$ cat config.mk
export PLATFORM = sky130hd
export DESIGN_NAME = mail_header_line_classifier
export DESIGN_NICKNAME = d
export VERILOG_FILES = /design/src/sv/mhlc_pkg.sv /design/src/sv/mail_header_line_classifier.sv
export VERILOG_INCLUDE_DIRS = /design/src /design/src/sv
export SDC_FILE = /design/constraint.sdc
export NUM_CORES = 1
export LEC_CHECK = 0
export BUFFER_PORTS_ARGS = -buffer_cell sky130_fd_sc_hd__buf_2
export CAP_MARGIN = 15
export CORE_AREA = 2 2 79 88
export DETAILED_ROUTE_END_ITERATION = 8
export DIE_AREA = 0 0 81 90
export GPL_ROUTABILITY_DRIVEN = 0
export MAX_ROUTING_LAYER = met4
export PLACE_DENSITY_LB_ADDON = 0.12
export SLEW_MARGIN = 0
export SYNTH_ARGS = -nofsm -noshare
export SYNTH_HDL_FRONTEND = slang
export SYNTH_SLANG_ARGS = --single-unit
export TNS_END_PERCENT = 10
$ cat constraint.sdc
create_clock -name clk -period 3.4 [get_ports clk]
set_input_delay 0.68 -clock clk [delete_from_list [all_inputs] [get_ports clk]]
set_output_delay 0.68 -clock clk [all_outputs]
set_load 0.02 [all_outputs]
$ cat src/sv/assert_macros.svh
// Assertion macros used by the RTL of the header line classifier.
`ifndef ASSERT_MACROS_SVH
`define ASSERT_MACROS_SVH

`ifndef NO_ASSERTIONS

`define ASSERT_SAME_CYCLE(label, clk, rst_n, ante, cons) \
	label: assert property (@(posedge clk) disable iff (!rst_n) (ante) |-> (cons)) \
		else $error("Same-cycle check failed.");

`define ASSERT_NEXT_CYCLE(label, clk, rst_n, ante, cons) \
	label: assert property (@(posedge clk) disable iff (!rst_n) (ante) |=> (cons)) \
		else $error("Next-cycle check failed.");

`else

`define ASSERT_SAME_CYCLE(label, clk, rst_n, ante, cons)

`define ASSERT_NEXT_CYCLE(label, clk, rst_n, ante, cons)

`endif

`endif

$ cat src/sv/mhlc_pkg.sv
// Package with the field name table and byte class functions of the header line classifier.
package mhlc_pkg;

	localparam int NUM_NAMES = 5;
	localparam int NAME_CHARS = 8;
	localparam int NUM_FLAGS = 5;
	localparam logic [3:0] NAME_LEN_MAX = 4'd15;

	typedef logic [NUM_NAMES-1:0] match_t;
	typedef logic [NUM_FLAGS-1:0] flags_t;

	localparam logic [7:0] COLON = 8'h3A;

	localparam logic [7:0] NAME_TEXT [NUM_NAMES][NAME_CHARS] = '{
		'{8'h66, 8'h72, 8'h6F, 8'h6D, 8'h3A, 8'h00, 8'h00, 8'h00},
		'{8'h73, 8'h75, 8'h62, 8'h6A, 8'h65, 8'h63, 8'h74, 8'h3A},
		'{8'h74, 8'h6F, 8'h3A, 8'h00, 8'h00, 8'h00, 8'h00, 8'h00},
		'{8'h63, 8'h63, 8'h3A, 8'h00, 8'h00, 8'h00, 8'h00, 8'h00},
		'{8'h62, 8'h63, 8'h63, 8'h3A, 8'h00, 8'h00, 8'h00, 8'h00}
	};

	localparam logic [3:0] NAME_LEN [NUM_NAMES] = '{4'd5, 4'd8, 4'd3, 4'd3, 4'd4};

	// Flag bits: from, subject, recipient, to, cc (low to high).
	localparam flags_t NAME_FLAGS [NUM_NAMES] = '{
		5'b00001, 5'b00010, 5'b01100, 5'b10100, 5'b00100
	};

	function automatic logic is_ws(input logic [7:0] c);
		return (c == 8'h20) || ((c >= 8'h09) && (c <= 8'h0D));
	endfunction

	function automatic logic is_ctl(input logic [7:0] c);
		return (c < 8'h20) || (c == 8'h7F);
	endfunction

	function automatic logic is_print(input logic [7:0] c);
		return (c >= 8'h20) && (c <= 8'h7E);
	endfunction

	function automatic logic [7:0] fold(input logic [7:0] c);
		return ((c >= 8'h41) && (c <= 8'h5A)) ? (c + 8'h20) : c;
	endfunction

endpackage

$ cat src/sv/mail_header_line_classifier.sv
// Top level of the mail header line classifier: input register, line state and result register.
//
// Channel   Direction  Handshake           Payload
// input     in         in_valid/in_stall   ch, line_last, first_mark, new_message
// result    out        out_valid/out_stall rejected, from_seen, subject_seen,
//                                          recipient_seen, to_seen, cc_seen
//
// One character is taken per cycle while in_stall is low; its request lands in the input register and
// updates the line state from there, and the result register takes the verdict and flags when the last
// character of a line leaves the input register.
// Reset clears the line state and the sticky flags and empties both registers.
// A stall on the result side holds the input only when a finished line waits for
// a full result register; other characters keep flowing.
`include "assert_macros.svh"

module mail_header_line_classifier (
	input  logic       clk,
	input  logic       arst_n,
	input  logic       in_valid,
	output logic       in_stall,
	input  logic [7:0] ch,
	input  logic       line_last,
	input  logic       first_mark,
	input  logic       new_message,
	output logic       out_valid,
	input  logic       out_stall,
	output logic       rejected,
	output logic       from_seen,
	output logic       subject_seen,
	output logic       recipient_seen,
	output logic       to_seen,
	output logic       cc_seen
);

	logic       valid_s1;
	logic [7:0] ch_s1;
	logic       last_s1;
	logic       mark_s1;
	logic       newmsg_s1;

	logic                 mid_line_q;
	logic                 decided_q;
	logic                 verdict_q;
	logic [3:0]           name_len_q;
	mhlc_pkg::match_t     match_q;
	logic                 colon_q;
	mhlc_pkg::flags_t     flags_q;

	logic                 mid_line_d;
	logic                 decided_d;
	logic                 verdict_d;
	logic [3:0]           name_len_d;
	mhlc_pkg::match_t     match_d;
	logic                 colon_d;
	mhlc_pkg::flags_t     flags_d;
	logic                 finish;
	logic                 name_step;
	logic                 advance;
	mhlc_pkg::flags_t     pick;

	logic                 out_valid_q;
	logic                 rejected_q;
	mhlc_pkg::flags_t     out_flags_q;

	logic                 in_take;
	logic                 step;

	assign step     = valid_s1 && (!last_s1 || !out_valid_q || !out_stall);
	assign in_stall = valid_s1 && !step;
	assign in_take  = in_valid && !in_stall;

	always_comb begin
		mid_line_d = mid_line_q;
		decided_d  = decided_q;
		verdict_d  = verdict_q;
		name_len_d = name_len_q;
		match_d    = match_q;
		colon_d    = colon_q;
		flags_d    = newmsg_s1 ? '0 : flags_q;
		finish     = 1'b0;
		name_step  = 1'b0;
		advance    = 1'b0;
		pick       = '0;

		if (!mid_line_q) begin
			mid_line_d = 1'b1;
			if (mhlc_pkg::is_ws(ch_s1)) begin
				decided_d = 1'b1;
				verdict_d = mark_s1;
			end else if ((ch_s1 == mhlc_pkg::COLON) || !mhlc_pkg::is_print(ch_s1)) begin
				decided_d = 1'b1;
				verdict_d = 1'b1;
			end else begin
				name_step = 1'b1;
			end
		end else if (!decided_q) begin
			name_step = 1'b1;
		end

		if (name_step) begin
			if (colon_q && mhlc_pkg::is_ws(ch_s1)) begin
				finish = 1'b1;
			end else begin
				colon_d = 1'b0;
				if (mhlc_pkg::is_ctl(ch_s1) || mhlc_pkg::is_ws(ch_s1)) begin
					decided_d = 1'b1;
					verdict_d = 1'b1;
				end else begin
					advance = 1'b1;
					colon_d = (ch_s1 == mhlc_pkg::COLON);
				end
			end
		end

		if (advance) begin
			for (int k = 0; k < mhlc_pkg::NUM_NAMES; k++) begin
				if ((name_len_q >= mhlc_pkg::NAME_LEN[k]) ||
				    (mhlc_pkg::fold(ch_s1) != mhlc_pkg::NAME_TEXT[k][name_len_q[2:0]])) begin
					match_d[k] = 1'b0;
				end
			end
			if (name_len_q != mhlc_pkg::NAME_LEN_MAX) begin
				name_len_d = name_len_q + 4'd1;
			end
		end

		if (last_s1 && !decided_d) begin
			if (colon_d) begin
				finish = 1'b1;
			end else begin
				decided_d = 1'b1;
				verdict_d = 1'b1;
			end
		end

		if (finish) begin
			for (int k = mhlc_pkg::NUM_NAMES - 1; k >= 0; k--) begin
				if (match_d[k]) begin
					pick = mhlc_pkg::NAME_FLAGS[k];
				end
			end
			flags_d   = flags_d | pick;
			decided_d = 1'b1;
			verdict_d = 1'b0;
		end
	end

	always_ff @(posedge clk or negedge arst_n) begin
		if (!arst_n) begin
			valid_s1 <= 1'b0;
		end else if (in_take) begin
			valid_s1 <= 1'b1;
		end else if (step) begin
			valid_s1 <= 1'b0;
		end
	end

	always_ff @(posedge clk) begin
		if (in_take) begin
			ch_s1     <= ch;
			last_s1   <= line_last;
			mark_s1   <= first_mark;
			newmsg_s1 <= new_message;
		end
	end

	always_ff @(posedge clk or negedge arst_n) begin
		if (!arst_n) begin
			mid_line_q <= 1'b0;
			decided_q  <= 1'b0;
			verdict_q  <= 1'b0;
			name_len_q <= '0;
			match_q    <= '1;
			colon_q    <= 1'b0;
			flags_q    <= '0;
		end else if (step) begin
			flags_q <= flags_d;
			if (last_s1) begin
				mid_line_q <= 1'b0;
				decided_q  <= 1'b0;
				verdict_q  <= 1'b0;
				name_len_q <= '0;
				match_q    <= '1;
				colon_q    <= 1'b0;
			end else begin
				mid_line_q <= mid_line_d;
				decided_q  <= decided_d;
				verdict_q  <= verdict_d;
				name_len_q <= name_len_d;
				match_q    <= match_d;
				colon_q    <= colon_d;
			end
		end
	end

	always_ff @(posedge clk or negedge arst_n) begin
		if (!arst_n) begin
			out_valid_q <= 1'b0;
		end else if (step && last_s1) begin
			out_valid_q <= 1'b1;
		end else if (!out_stall) begin
			out_valid_q <= 1'b0;
		end
	end

	always_ff @(posedge clk) begin
		if (step && last_s1) begin
			rejected_q  <= verdict_d;
			out_flags_q <= flags_d;
		end
	end

	assign out_valid      = out_valid_q;
	assign rejected       = rejected_q;
	assign from_seen      = out_flags_q[0];
	assign subject_seen   = out_flags_q[1];
	assign recipient_seen = out_flags_q[2];
	assign to_seen        = out_flags_q[3];
	assign cc_seen        = out_flags_q[4];

	`ASSERT_SAME_CYCLE(a_stall_only_on_full_result, clk, arst_n, in_stall, valid_s1 && last_s1 && out_valid_q && out_stall)
	`ASSERT_NEXT_CYCLE(a_line_end_gives_result, clk, arst_n, step && last_s1, out_valid_q)
	`ASSERT_SAME_CYCLE(a_match_needs_short_name, clk, arst_n, match_q != '0, name_len_q <= 4'd8)
	`ASSERT_SAME_CYCLE(a_idle_line_is_clear, clk, arst_n, !mid_line_q, !decided_q && !verdict_q && !colon_q && (name_len_q == '0) && (match_q == '1))

endmodule

==> results of run 1 <==
[worst max-delay path by stage]
stage	startpoint	to	slack (ps)	cells past startpoint
2_1_floorplan	ch_s1[2]	rejected	300	8
3_3_place_gp	ch_s1[5]	out_flags_q[4]	190	10
3_5_place_dp	ch_s1[5]	out_flags_q[4]	130	10
4_1_cts	ch_s1[5]	out_flags_q[4]	150	10
5_1_grt	ch_s1[5]	out_flags_q[4]	40	10
6_report	ch_s1[2]	rejected	240	7
[sequential cells by signal (all words and copies together) (netlist names)]
name         flops
mark_s1          1
decided_q        1
newmsg_s1        1
name_len_q       4
last_s1          1
flags_q          5
ch_s1            8
rejected         1
colon_q          1
mid_line_q       1
valid_s1         1
out_valid        1
out_flags_q      5
match_q          5
verdict_q        1
[power breakdown]
part / internal (mW) / switching, mW / leakage (nW)
registers: 0.534 / 0.0682 / 0.416
logic: 0.271 / 0.381 / 0.714
clock network: 0.220 / 0.172 / 0.0587
total: 1.03 / 0.621 / 1.19
[worst max-delay path, cell delays in order, from the launching register on]
cell,delay (ps)
edfxtp_1,380
or4_1,590
or3b_1,490
a311o_1,440
o31a_1,390
a2111oi_4,360
a211oi_1,90
a31o_1,190
[layout by cell type, fill, tap and decap left out, drive strengths merged, types with 6 or more instances in the layout]
cell,netlist,final
nand2,19,19
o211ai,7,7
o21ai,15,15
o21a,6,6
ha,16,16
nand2b,7,7
buf,2,33
dfrtp,15,15
nand3,8,8
xnor2,12,12
a21oi,10,10
edfxtp,17,17
a22o,7,7
nor2,16,16
nor3,9,9
inv,16,17
[logic make-up (layout without fill, tap and decap cells)]
family / Yosys count / in the layout / share of synthesized area
buffers and inverters: 27 / 57 / 0.0384
and+or+nand+nor: 90 / 90 / 0.184
adders and majority gates: 16 / 16 / 0.0749
AOI/OAI and AO/OA: 88 / 88 / 0.254
xor gates and xnor gates: 16 / 16 / 0.0525
DFF: 37 / 37 / 0.381
muxes: 4 / 4 / 0.0150
[routing by layer]
layer | track usage | vias up
li1 | - | 1117
met1 | 0.281 | 1092
met2 | 0.315 | 35
met3 | 0.0331 | 9
met4 | 0.0593 | 0
met5 | - | -
[through the flow]
step           power (mW)  hold WS (ps)  utilization  instances  setup WS (ps)
6_report             1.65           325        0.473        390            237
5_1_grt              1.77           350        0.473        390           44.3
4_1_cts              1.65           338        0.472        390            148
3_5_place_dp         1.25           485        0.454        382            135
3_3_place_gp         1.25           470        0.454        382            195
2_1_floorplan        1.09           384            -        278            305
[repair_timing]
item,4_1_cts,5_1_grt
gates resized for setup,0,1
hold buffers,0,0
setup endpoints to repair,0,5
[layout make-up]
class                   instances  area (um^2)  share of cell area
well taps                      82          103              0.0337
flip-flops and latches         37         1020               0.334
clock buffers                   5         68.8              0.0226
clock inverters                 3         45.0              0.0148
inverters                      16         60.1              0.0197
repair buffers                 33          193              0.0633
multi-input cells             214         1560               0.512
==> impl_metrics.tcl, run 1 <==
set metrics [dict create \
    wl_per_cell_um 16.7 \
    reg2reg_from "ch_s1[2]" \
    synthArstFlopShare 0.541 \
    ys_ff_latch 37 \
    cts_sinks 37 \
    clkSlewWorstSetupHoldPaths_ps 80 \
    cts_max_level 2 \
    status "finished, final reports clean" \
    cts_buffers 5 \
    vias 2253 \
    yosys_most_used_dff "edfxtp_1" \
    drc 0 \
    clock.fmax_mhz 316 \
    worst_ep_arrival_time_ps 3220 \
    cts_tree "yes" \
    hold_viol 0 \
    reg2regPathDepth 7 \
    yosysTopAreaCellShare 0.191 \
    synth_nets 309 \
    top_layer_used "met4" \
    hpwlAfterDp_mm 4.89 \
    startpoint_type "flip-flop" \
    port_buffers 22 \
    p_per_area_mw_per_mm2 541 \
    worstPathRequired_ps 3450 \
    initial_core_util 0.415 \
    met1_length_mm 3.09 \
    cts_max_path_buffers 2 \
    yosys_warnings 0 \
    post-route-period-util 0.930 \
    slew-limit-headroom 0.637 \
    die_h_um 90 \
    maxCapViolations 0 \
    grt-ovfl-total 0 \
    cts_setup_buffers 0 \
    endpoint_kind "flip-flop" \
    ant_nets 0 \
    fill_cells 673 \
    critical_path_class "flip-flop to flip-flop" \
    grt_pass1_vias 2254 \
    slew_viol_final 0 \
    dieWidth_um 81 \
    syn_inst 278 \
    antenna_cells 0 \
    ff2ff_setup_slack_ps 240 \
    pin_count 23 \
    worst_pin_slew_ps 543 \
    nets 338 \
    rows 31 \
    dr_wl_met2_mm 3.11 \
    syn_area_per_cell_um2 9.61 \
    dpl_cell_area_mm2 0.00292 \
    route.met3.wl_um 190 \
    dieArea_mm2 0.00729 \
    core_area_mm2 0.00644 \
    yosysSeqAreaShare 0.381 \
    routed_wl_mm 6.51 \
    drive_gt1_frac 0.172 \
    fin_area_mm2 0.00304 \
    path_max_fanout 6 \
    fin_setup_tns_ps 0 \
    hp-class "input port to async pin" \
    yosysTopAreaCell "edfxtp_1" \
    clk_latency_ps 290 \
    antenna_found_initial 0 \
    grt_max_degree 21 \
    clock-root-buffer "clkbuf_8" \
    syn_area_mm2 0.00267 \
    skew_ps 7.75 \
    ys_types 61 \
    drt-vias-per-instance 5.78 \
    yosysMostFrequentCell "nand2_1" \
    synthTopCellsByCount "nand2_1 (19), edfxtp_1 (17), ha_1 (16), inv_1 (16), nor2_1 (16)" \
    area_growth_pct 13.9 \
    dr.pass1.iters 4 \
    leakagePower_nw 1.19 \
    irDropWorstVdd_mv 0.222 \
    setup_viol 0 \
    grtUsageTotal 0.206 \
    rsz0062_at_grt "false" \
    layout_min_cycle_time_ps 3160 \
    r2r-end "rejected" \
    drt-initial-drc-count 128 \
    ys_top_cells_by_area "edfxtp_1 (19%), dfrtp_1 (14%), ha_1 (7.5%), dfstp_2 (4.9%), xnor2_1 (3.9%)" \
    synth_edf_count 17 \
    grt_pass1_wl_mm 11.5 \
]
(Power assumes the default switching activity.)
==> run 2, diff against run 1 <==
--- a/config.mk
+++ b/config.mk
@@ -14,6 +14,7 @@
 export GPL_ROUTABILITY_DRIVEN = 0
 export MAX_ROUTING_LAYER = met4
 export PLACE_DENSITY_LB_ADDON = 0.12
+export REMOVE_ABC_BUFFERS = 1
 export SLEW_MARGIN = 0
 export SYNTH_ARGS = -nofsm -noshare
 export SYNTH_HDL_FRONTEND = slang
==> impl_metrics.tcl, run 2 (same netlist as run 1, synthesis figures left out) <==
set metrics [dict create \
    status "finished, final reports clean" \
    antenna_cells 0 \
    path_max_fanout 6 \
    grt_pass1_wl_mm 11.6 \
    cts_tree "yes" \
    p_per_area_mw_per_mm2 513 \
    worstPathRequired_ps 3440 \
    antenna_found_initial 0 \
    fin_ws_ps 205 \
    critical_path.top_delay_family "compound AO/OA/AOI/OAI gates" \
    dieArea_mm2 0.00729 \
    critical_path_class "flip-flop to flip-flop" \
    area_growth_pct 14.1 \
    drt-initial-drc-count 202 \
    dieWidth_um 81 \
    irDropWorstVdd_mv 0.295 \
    max_stage_delay_ps 580 \
    cts_buffers 5 \
    cts_max_path_buffers 2 \
    clkSlewWorstSetupHoldPaths_ps 70 \
    core_area_mm2 0.00644 \
    startpoint_type "flip-flop" \
    grt_max_degree 21 \
    wl_per_cell_um 16.9 \
    fill_cells 646 \
    leakagePower_nw 1.19 \
    cts_max_level 2 \
    cp_num_buf_inv 0 \
    utilization 0.473 \
    endpoint_kind "flip-flop" \
    cts_sinks 37 \
    drive_gt1_frac 0.176 \
    regMostFlops "ch_s1" \
    clock.fmax_mhz 313 \
    setup_viol 0 \
    pre_cts_ws_ps 200 \
    clk_latency_ps 280 \
    grt-ovfl-total 0 \
    initial_core_util 0.415 \
    worst_ep_arrival_time_ps 3230 \
    hold_viol 0 \
    slew-limit-headroom 0.652 \
    hp-class "input port to async pin" \
    hold_slack_ps 359 \
    largest_reg_flops 8 \
    worst_pin_slew_ps 518 \
    fin_setup_tns_ps 0 \
    ant_nets 0 \
    rows 31 \
    drt-vias-per-instance 5.84 \
    port_buffers 22 \
    maxCapViolations 0 \
    hpwlAfterDp_mm 5.08 \
    routed_wl_mm 6.69 \
    cts_setup_buffers 0 \
    drc 0 \
    skew_ps 9.10 \
    cp_cell_sequence "or4_1 > or3b_1 > a311o_1 > o31a_1 > a2111oi_4 > a211oi_1 > a31o_1" \
    nets 343 \
    layout_min_cycle_time_ps 3190 \
    slew_viol_final 0 \
    finalPower_mw 1.56 \
    vias 2306 \
    final_common_cell "buf_2" \
    crit_slowest_cell "or4_1" \
    post-route-period-util 0.940 \
    grtUsageTotal 0.209 \
    rsz0062_at_grt "false" \
    dr.pass1.iters 4 \
    die_h_um 90 \
    final_cell_mix "buf_2 (22), nand2_1 (19), edfxtp_1 (17)" \
    pin_count 23 \
    grt_pass1_vias 2383 \
    clock-root-buffer "clkbuf_8" \
]
-- run 2: changes by cell type in the layout (fill, tap and decap cells not counted), sizes merged --
cell    change
buf         +5
bufinv      -1
clkbuf      +2
inv         -1
-- run 2: final timing paths --
check | startpoint | end | slack [ps] | depth (start not counted)
max | ch_s1[2] | rejected | 210 | 7
min | arst_n | flags_q[2] | 360 | 1
max reg2reg | ch_s1[2] | rejected | 210 | 7
min reg2reg | flags_q[1] | flags_q[1] | 490 | 2
max in group asynchronous | arst_n | match_q[0] | 2680 | 1
min in group clk | flags_q[1] | flags_q[1] | 490 | 2
-- run 2: layer usage --
layer / GRT usage / wire length, um / part of all wire
met1: 0.275 / 3080 / 0.46
met2: 0.322 / 3230 / 0.48
met3: 0.0351 / 255 / 0.038
met4: 0.0734 / 127 / 0.019
met5: - / 0 / 0
-- run 2: where the power goes --
group / total [mW] / internal, mW / leakage [nW] / switching (mW)
logic: 0.686 / 0.283 / 0.737 / 0.403
clock network: 0.285 / 0.143 / 0.0399 / 0.143
registers: 0.590 / 0.534 / 0.416 / 0.0560
-- run 2: stage by stage --
step                instances  instance area, um^2
floorplan                 267                 2630
global placement          387                 2960
detailed placement        387                 2960
CTS                       395                 3040
global route              395                 3050
finish                    395                 3050
-- run 2: cell type report --
class / count / area, um^2 / share of cell area
multi-input combinational: 214 / 1560 / 0.511
sequential: 37 / 1020 / 0.334
timing repair buffer: 38 / 230 / 0.0756
tap: 82 / 103 / 0.0337
clock buffer: 7 / 76.3 / 0.0251
inverter: 16 / 60.1 / 0.0197
clock inverter: 1 / 3.75 / 0.00123
-- run 2: what timing repair did --
action                                  in CTS  in global routing
endpoints found under the setup margin       0                  1
hold buffers                                 0                  0
gates resized for setup                      0                  1
hold endpoints to repair                     0                  0
==> run 3, diff against run 2 <==
--- a/config.mk
+++ b/config.mk
@@ -8,9 +8,9 @@
 export LEC_CHECK = 0
 export BUFFER_PORTS_ARGS = -buffer_cell sky130_fd_sc_hd__buf_2
 export CAP_MARGIN = 15
-export CORE_AREA = 2 2 79 88
+export CORE_AREA = 4 4 81 90
 export DETAILED_ROUTE_END_ITERATION = 8
-export DIE_AREA = 0 0 81 90
+export DIE_AREA = 0 0 85 94
 export GPL_ROUTABILITY_DRIVEN = 0
 export MAX_ROUTING_LAYER = met4
 export PLACE_DENSITY_LB_ADDON = 0.12
==> impl_metrics.tcl, run 3 (same netlist as run 1, synthesis figures left out) <==
set metrics [dict create \
    max_stage_delay_ps 580 \
    final_common_cell "buf_2" \
    cts_max_level 2 \
    dieArea_mm2 0.00799 \
    leakagePower_nw 1.20 \
    clkSlewWorstSetupHoldPaths_ps 70 \
    drt-initial-drc-count 150 \
    drc 0 \
    area_growth_pct 14.4 \
    hold_viol 0 \
    initial_core_util 0.412 \
    final_cell_mix "buf_2 (22), nand2_1 (19), edfxtp_1 (17), buf_4 (17)" \
    dpl_cell_area_mm2 0.00297 \
    regMostFlops "ch_s1" \
    worstPathRequired_ps 3440 \
    pin_count 23 \
    r2r-end "rejected" \
    grt_pass1_wl_mm 11.6 \
    holdBufCountCts 0 \
    die_h_um 94 \
    slew_viol_final 0 \
    cts_max_path_buffers 2 \
    cp_num_buf_inv 0 \
    dr.pass1.iters 4 \
    hp-class "input port to async pin" \
    worst_ep_arrival_time_ps 3200 \
    finalPower_mw 1.57 \
    rsz0062_at_grt "false" \
    worst_pin_slew_ps 526 \
    clk_latency_ps 290 \
    path_max_fanout 6 \
    hpwlAfterDp_mm 5.10 \
    vias 2286 \
    cts_sinks 37 \
    p_per_area_mw_per_mm2 513 \
    routed_wl_mm 6.76 \
    multiInputGateArea_mm2 0.00156 \
    slew-limit-headroom 0.646 \
    rows 31 \
    antenna_cells 0 \
    critical_path_class "flip-flop to flip-flop" \
    maxCapViolations 0 \
    wl_per_cell_um 17.1 \
    fin_ws_ps 242 \
    grt-ovfl-total 0 \
    pre_cts_ws_ps 262 \
    reg2reg_from "ch_s1[2]" \
    endpoint_kind "flip-flop" \
    clock-root-buffer "clkbuf_8" \
    ant_nets 0 \
    startpoint_type "flip-flop" \
    ff2ff_setup_slack_ps 240 \
    antenna_found_initial 0 \
    cts_tree "yes" \
    grtUsageTotal 0.187 \
    post-route-period-util 0.929 \
    fill_cells 639 \
    dieWidth_um 85 \
    layout_min_cycle_time_ps 3160 \
    setup_viol 0 \
    drive_gt1_frac 0.182 \
    port_buffers 22 \
    drt-vias-per-instance 5.77 \
    grt_pass1_vias 2294 \
    reg2regPathDepth 7 \
    regArea_mm2 0.00102 \
    fin_area_mm2 0.00306 \
    irDropWorstVdd_mv 0.214 \
    clock.fmax_mhz 317 \
    crit_slowest_cell "or4_1" \
    fin_setup_tns_ps 0 \
    status "finished, final reports clean" \
    cts_buffers 5 \
    grt_max_degree 21 \
    cp_cell_sequence "or4_1 > or3b_1 > a311o_1 > o31a_1 > a2111oi_4 > a211oi_1 > a31o_1" \
    largest_reg_flops 8 \
    skew_ps 4.96 \
    critical_path.top_delay_family "compound AO/OA/AOI/OAI gates" \
    nets 344 \
    core_area_mm2 0.00648 \
]
## run 3: cell types whose count changed in the layout (fill, tap and decap cells not counted)
cell      change
clkinv_1      -1
buf_4         +1
clkinv_2      +1
## run 3: worst max-delay path by stage
stage / start / endpoint / slack (ps) / cells after the start
2_1_floorplan: ch_s1[2] / rejected / 200 / 7
3_3_place_gp: ch_s1[5] / out_flags_q[4] / 230 / 9
3_5_place_dp: name_len_q[1] / out_flags_q[4] / 260 / 9
4_1_cts: name_len_q[1] / out_flags_q[4] / 210 / 9
5_1_grt: ch_s1[2] / rejected / 70 / 7
6_report: ch_s1[2] / rejected / 240 / 7
## run 3: through the flow
stage                util  hold slack [ps]  instances
floorplan               -              384        267
global route        0.472              389        396
CTS                 0.471              379        396
global placement    0.458              478        388
finish              0.472              362        396
detailed placement  0.458              485        388
## run 3: power breakdown
| part | total (mW) | internal, mW | switching, mW |
|---|---|---|---|
| Combinational | 0.691 | 0.290 | 0.401 |
| Clock | 0.293 | 0.144 | 0.149 |
| Sequential | 0.584 | 0.534 | 0.0502 |
## run 3: per-layer routing
metal	share of wire	GRT usage	vias up
met2	0.48	0.303	55
met1	0.46	0.239	1082
met4	0.023	0.0607	0
li1	-	-	1135
met3	0.038	0.0316	14
met5	0	-	-
## run 3: layout make-up
type | count | area share
clock buffer | 7 | 0.0250
clock inverter | 1 | 0.00164
inverter | 16 | 0.0197
multi-input combinational | 214 | 0.509
sequential | 37 | 0.333
tap | 82 | 0.0336
timing repair buffer | 39 | 0.0778
## run 3: repair_timing
item                       in CTS  in global routing
buffers inserted                0                  0
gates resized for setup         0                  1
setup endpoints to repair       0                  1
